**config.mk**
```make
export PLATFORM = sky130hd
export DESIGN_NAME = q9sd_basis
export DESIGN_NICKNAME = d
export VERILOG_FILES = /design/src/q9sd_pkg.sv /design/src/q9sd_basis.sv
export SDC_FILE = /design/constraint.sdc
export NUM_CORES = 1
export LEC_CHECK = 0
export ABC_AREA = 1
export ABC_CLOCK_PERIOD_IN_PS = 12900
export BUFFER_PORTS_ARGS = -buffer_cell sky130_fd_sc_hd__buf_4
export CELL_PAD_IN_SITES_DETAIL_PLACEMENT = 1
export CELL_PAD_IN_SITES_GLOBAL_PLACEMENT = 1
export CORE_MARGIN = 2
export CORE_UTILIZATION = 30
export DETAILED_ROUTE_END_ITERATION = 10
export PLACE_DENSITY = 0.62
export SYNTH_ARGS = -nofsm -noshare
export SYNTH_HDL_FRONTEND = slang
export SYNTH_SLANG_ARGS = --single-unit
```
**constraint.sdc**
```tcl
create_clock -name clk -period 12.9 [get_ports clk]
set_clock_uncertainty 0.2 [all_clocks]
set_input_delay 2.58 -clock clk [delete_from_list [all_inputs] [get_ports clk]]
set_output_delay 2.58 -clock clk [all_outputs]
set_load 0.05 [all_outputs]
```
**src/q9sd_pkg.sv**
```systemverilog
// Shared constants, node tables and width helpers for the quad9 derivative unit.
package q9sd_pkg;

  localparam int FRAC_BITS_DEF = 14;
  localparam int COORD_W       = 16;
  localparam int DERIV_W       = 18;
  localparam int NODE_W        = 4;
  localparam int NODE_COUNT    = 9;

  localparam logic [NODE_W-1:0] NODE_FIRST = 4'd0;
  localparam logic [NODE_W-1:0] NODE_LAST  = 4'd8;

  localparam int DERIV_MAX = 131071;
  localparam int DERIV_MIN = -131072;

  // Selection codes for the three 1D quadratic factors.
  localparam logic [1:0] L_LO  = 2'd0;
  localparam logic [1:0] L_MID = 2'd1;
  localparam logic [1:0] L_HI  = 2'd2;

  // Stage enables handed to the 1D basis unit.
  typedef struct packed {
    logic ld_prod;
    logic ld_val;
  } q9sd_basis_ctl_t;

  // Width of a coordinate offset or slope: holds -2x, x +/- one.
  function automatic int slope_w(input int frac_bits);
    int w;
    w = frac_bits + 2;
    if (w < 18) begin
      w = 18;
    end
    return w;
  endfunction

  // Width of a rounded 1D basis value.
  function automatic int value_w(input int frac_bits);
    int w;
    w = COORD_W + slope_w(frac_bits) - frac_bits;
    if (w < frac_bits + 2) begin
      w = frac_bits + 2;
    end
    return w + 1;
  endfunction

  // Factor used along xi for each node.
  function automatic logic [1:0] xi_sel(input logic [NODE_W-1:0] k);
    logic [1:0] s;
    case (k)
      4'd0:    s = L_LO;
      4'd1:    s = L_HI;
      4'd2:    s = L_HI;
      4'd3:    s = L_LO;
      4'd4:    s = L_MID;
      4'd5:    s = L_HI;
      4'd6:    s = L_MID;
      4'd7:    s = L_LO;
      default: s = L_MID;
    endcase
    return s;
  endfunction

  // Factor used along eta for each node.
  function automatic logic [1:0] eta_sel(input logic [NODE_W-1:0] k);
    logic [1:0] s;
    case (k)
      4'd0:    s = L_LO;
      4'd1:    s = L_LO;
      4'd2:    s = L_HI;
      4'd3:    s = L_HI;
      4'd4:    s = L_LO;
      4'd5:    s = L_MID;
      4'd6:    s = L_HI;
      4'd7:    s = L_MID;
      default: s = L_MID;
    endcase
    return s;
  endfunction

endpackage

```
**src/q9sd_basis.sv**
```systemverilog
// Two-stage 1D quadratic Lagrange basis: values and slopes of one coordinate.
module q9sd_basis #(
  parameter int FRAC_BITS = q9sd_pkg::FRAC_BITS_DEF
) (
  input  logic                                                 clk,
  input  q9sd_pkg::q9sd_basis_ctl_t                            ctl,
  input  logic signed [q9sd_pkg::COORD_W-1:0]                  x_i,
  output logic signed [q9sd_pkg::value_w(FRAC_BITS)-1:0]       val_o   [3],
  output logic signed [q9sd_pkg::slope_w(FRAC_BITS)-1:0]       slope_o [3]
);

  localparam int XW = q9sd_pkg::slope_w(FRAC_BITS);
  localparam int VW = q9sd_pkg::value_w(FRAC_BITS);
  localparam int QW = q9sd_pkg::COORD_W + XW;

  localparam logic signed [XW-1:0] ONE_X  = {{(XW-1){1'b0}}, 1'b1} << FRAC_BITS;
  localparam logic signed [XW-1:0] HALF_X = {{(XW-1){1'b0}}, 1'b1} << (FRAC_BITS - 1);
  localparam logic signed [QW-1:0] ONE_Q  = {{(QW-1){1'b0}}, 1'b1} << FRAC_BITS;
  localparam logic signed [QW-1:0] HALF_Q = {{(QW-1){1'b0}}, 1'b1} << (FRAC_BITS - 1);
  localparam logic signed [VW-1:0] ONE_V  = {{(VW-1){1'b0}}, 1'b1} << FRAC_BITS;

  logic signed [XW-1:0] xs;
  logic signed [XW-1:0] xm;
  logic signed [XW-1:0] xp;

  logic signed [QW-1:0] p_lo_r, p_sq_r, p_hi_r;
  logic signed [XW-1:0] x_r;

  logic signed [QW-1:0] adj_lo, adj_hi, adj_sq;
  logic signed [QW-1:0] sh_lo, sh_hi, sh_sq;

  assign xs = XW'(x_i);
  assign xm = xs - ONE_X;
  assign xp = xs + ONE_X;

  always_ff @(posedge clk) begin
    if (ctl.ld_prod) begin
      p_lo_r <= QW'(xs) * QW'(xm);
      p_sq_r <= QW'(xs) * QW'(xs);
      p_hi_r <= QW'(xs) * QW'(xp);
      x_r    <= xs;
    end
  end

  // Round to nearest with ties away from zero: add half, less one when negative.
  always_comb begin
    adj_lo = p_lo_r + ONE_Q - QW'({1'b0, p_lo_r[QW-1]});
    adj_hi = p_hi_r + ONE_Q - QW'({1'b0, p_hi_r[QW-1]});
    adj_sq = p_sq_r + HALF_Q;
    sh_lo  = adj_lo >>> (FRAC_BITS + 1);
    sh_hi  = adj_hi >>> (FRAC_BITS + 1);
    sh_sq  = adj_sq >>> FRAC_BITS;
  end

  always_ff @(posedge clk) begin
    if (ctl.ld_val) begin
      val_o[0]   <= sh_lo[VW-1:0];
      val_o[1]   <= ONE_V - sh_sq[VW-1:0];
      val_o[2]   <= sh_hi[VW-1:0];
      slope_o[0] <= x_r - HALF_X;
      slope_o[1] <= -(x_r <<< 1);
      slope_o[2] <= x_r + HALF_X;
    end
  end

endmodule

```
==> flow_summary.toml <==
[critical_path]
rr_startpoint = "p_lo_r[13]"
reg2reg_depth = 11
path_delay_family = "adder cells"
path_cells = "buf_4 > inv_2 > ha_1 > inv_1 > nand2_1 > fa_1 > inv_1 > fa_1 > inv_1 > fa_1 > inv_1 > fa_1 > fa_1 > inv_1 > fa_1 > inv_1 > ha_1 > nand2_1 > inv_1 > a221oi_1 > o211a_1 > nand2_1 > nand2_1 > nand2_1"
worst-setup-path-type = "in -> reg"
setup.worst_path.start_class = "primary input"
crit_arrival_ps = 9680
max_stage_delay_ps = 930
regToRegEndpoint = "val_o[54]"
cp_max_fo = 27
cp.buffers_inverters = 9
rrSetupSlack_ps = 9810
path_depth = 24
critical_path_required_ps = 12960
critPathMostFrequentCell = "inv_1"
cp_slowest_cell = "fa_1"
crit_path_end_kind = "register"

[drt]
first_iter_violations = 1038
via_count = 21707
drtPass1Iterations = 7
route.top_layer_used = "met4"
post_drt_wl_per_cell_um = 18.8
drc_errors = 0
met2WireLength_mm = 45.5
viasPerCell = 4.55
wl_mm = 89.7
met3_length_mm = 2.04
wl_met1_mm = 40.0
ant_nets = 0

[sta]
finalSetupViolations = 0
rsz0062_at_grt = "false"
tns_ps = 0
tightest_slew_ps = 975
finalHoldViolations = 0
relSlewSlack = 0.350
finalCriticalPeriod_ps = 9630
fmax_ghz = 0.104
period_share = 0.746
maxSlewViolCount = 0

[floorplan]
core-area_um2 = 96900
top_level_ports = 136
initial_core_util = 0.303
rows = 114
die-area_um2 = 100000
dieHeight_um = 317
die_w_um = 317

[synth]
synth_async_sr_flop_share = 0
ys_seq_area_frac = 0.182
avgSynthCellArea_um2 = 8.67
ys_types = 49
synth_top_cell_by_area = "fa_1"
synth_edf_count = 178
ys_warn_count = 0
ys_top_cells_by_count = "1009 x inv_1, 534 x nand2_1, 512 x fa_1"
synth-main-ff-cell = "edfxtp_1"
synthCells = 3388
syn_area_um2 = 29400
ys_seq_elements = 178
synthTopCellsByArea = "fa_1 35%, edfxtp_1 18%, inv_1 13%"
synth.most_common_cell = "inv_1"
yosys.area.top_type_share = 0.349

[global_routing]
grt.total_usage = 0.187
antenna_found_initial = 0
overflow = 0
grt_first_pass_wirelength_mm = 142
grt_pass1_vias = 24350
grt_max_degree = 60

[clock_network]
clockBufferDepth = 2
cts_resized = 0
cts.sinks = 178
cts_setup_buffers = 0
path_clk_slew_ps = 70
cts_hold_repair.buffers = 0
htree_levels = 4
clk_latency_ps = 520
cts_tree = "yes"
root_buffer = "clkbuf_16"
cts_made_buffers = 17

[placed_design]
numPortBuffers = 134
gp_congestion = 0.904
place_hpwl_mm = 78.7

[run_status]
outcome = "finished clean"

[job]
maxCapViolations = 0

[worst_hold_path]
hold_path_end = "slope_o[42]"
hp-start = "x_r[6]"
min_path_cells = 0
hold_class = "reg -> reg"

[cells_and_area]
fillCellCount = 11518
synthToLayoutAreaGrowth_pct = 9.86
finalNetCount = 4214
final_util = 0.333
diodes = 0
multi_input_area_um2 = 19900
drive_gt1_frac = 0.0572
seq_area_um2 = 5350
per-stage QoR:
stage | hold WS (ps) | area, µm² | cells | setup slack, ps
floorplan | 251 | 29400 | 3390 | 4200
global placement | 274 | 31700 | 4741 | 2760
detailed placement | 276 | 31700 | 4741 | 2790
CTS | 292 | 32300 | 4773 | 3310
global route | 322 | 32300 | 4773 | 2820
finish | 293 | 32300 | 4773 | 3270
worst max-delay path by stage:
stage,from,end,slack [ps]
floorplan,x_i[15],p_lo_r[31],4200
global placement,x_i[15],p_lo_r[31],2760
detailed placement,x_i[15],p_lo_r[31],2790
CTS,x_i[15],p_lo_r[31],3310
global route,x_i[15],p_lo_r[32],2820
finish,x_i[15],p_lo_r[31],3270
cell type report:
cell class                 count  share of cell area
sequential                   178               0.166
multi-input combinational   2138               0.617
clock buffer                  19              0.0134
inverter                    1012               0.118
timing repair buffer         137              0.0319
tap                         1276              0.0495
clock inverter                13             0.00465
layer usage:
layer,track usage,vias to the layer above
li1,-,10295
met1,0.237,11041
met2,0.337,283
met3,0.0203,88
met4,0.0503,0
met5,0,-
sequential cells by signal, summed over array words and instances (netlist names):
name,cells
p_sq_r,18
slope_o,36
x_r,15
p_hi_r,18
val_o,59
p_lo_r,32
worst register-to-register path, stage by stage, from the launching register on:
cell	delay, ps
edfxtp_1	610
ha_1	510
a21oi_1	360
o21ai_0	170
a21oi_1	300
inv_1	170
nand2_1	100
nand3_1	150
nand2_1	130
nand2_1	50
nand2_1	60
nand2_1	50
cell families (layout without fill, tap and decap cells):
group,after synthesis,in the layout,synth area share
buffers and inverters,1074,1181,0.140
other,1,3,0.000128
xor gates and xnor gates,152,152,0.0456
AOI/OAI and AO/OA,321,321,0.0637
DFF,178,178,0.182
adders and majority gates,711,711,0.434
and+or+nand+nor,951,951,0.134
layout by cell type, fill, tap and decap left out, types with 3 or more instances in the layout:
master     instances
inv_2              3
nand3_1           98
xor2_1           109
edfxtp_1         178
inv_1           1009
o21a_1             3
clkbuf_16         17
clkinv_4           3
nand2_1          534
o2111ai_1          3
nor3_1            33
conb_1             3
o221ai_1           6
o211ai_1           6
xnor2_1           42
nand3_2            4
nand2_2           10
ha_1             199
a31oi_1            8
o21ai_1            3
a21o_1            25
o31ai_1            5
nor2_4             4
o21bai_1          23
fa_1             512
nor2_2             5
a21oi_1          135
nor2_1           226
a21boi_0          10
a221oi_1           4
nand4_1           22
nor4_1             4
buf_4            137
inv_6              4
o21ai_0           84
Power is left out: the tool's default activity adds up to more than one toggle a clock period on the data nets, which glitch-free logic cannot reach.
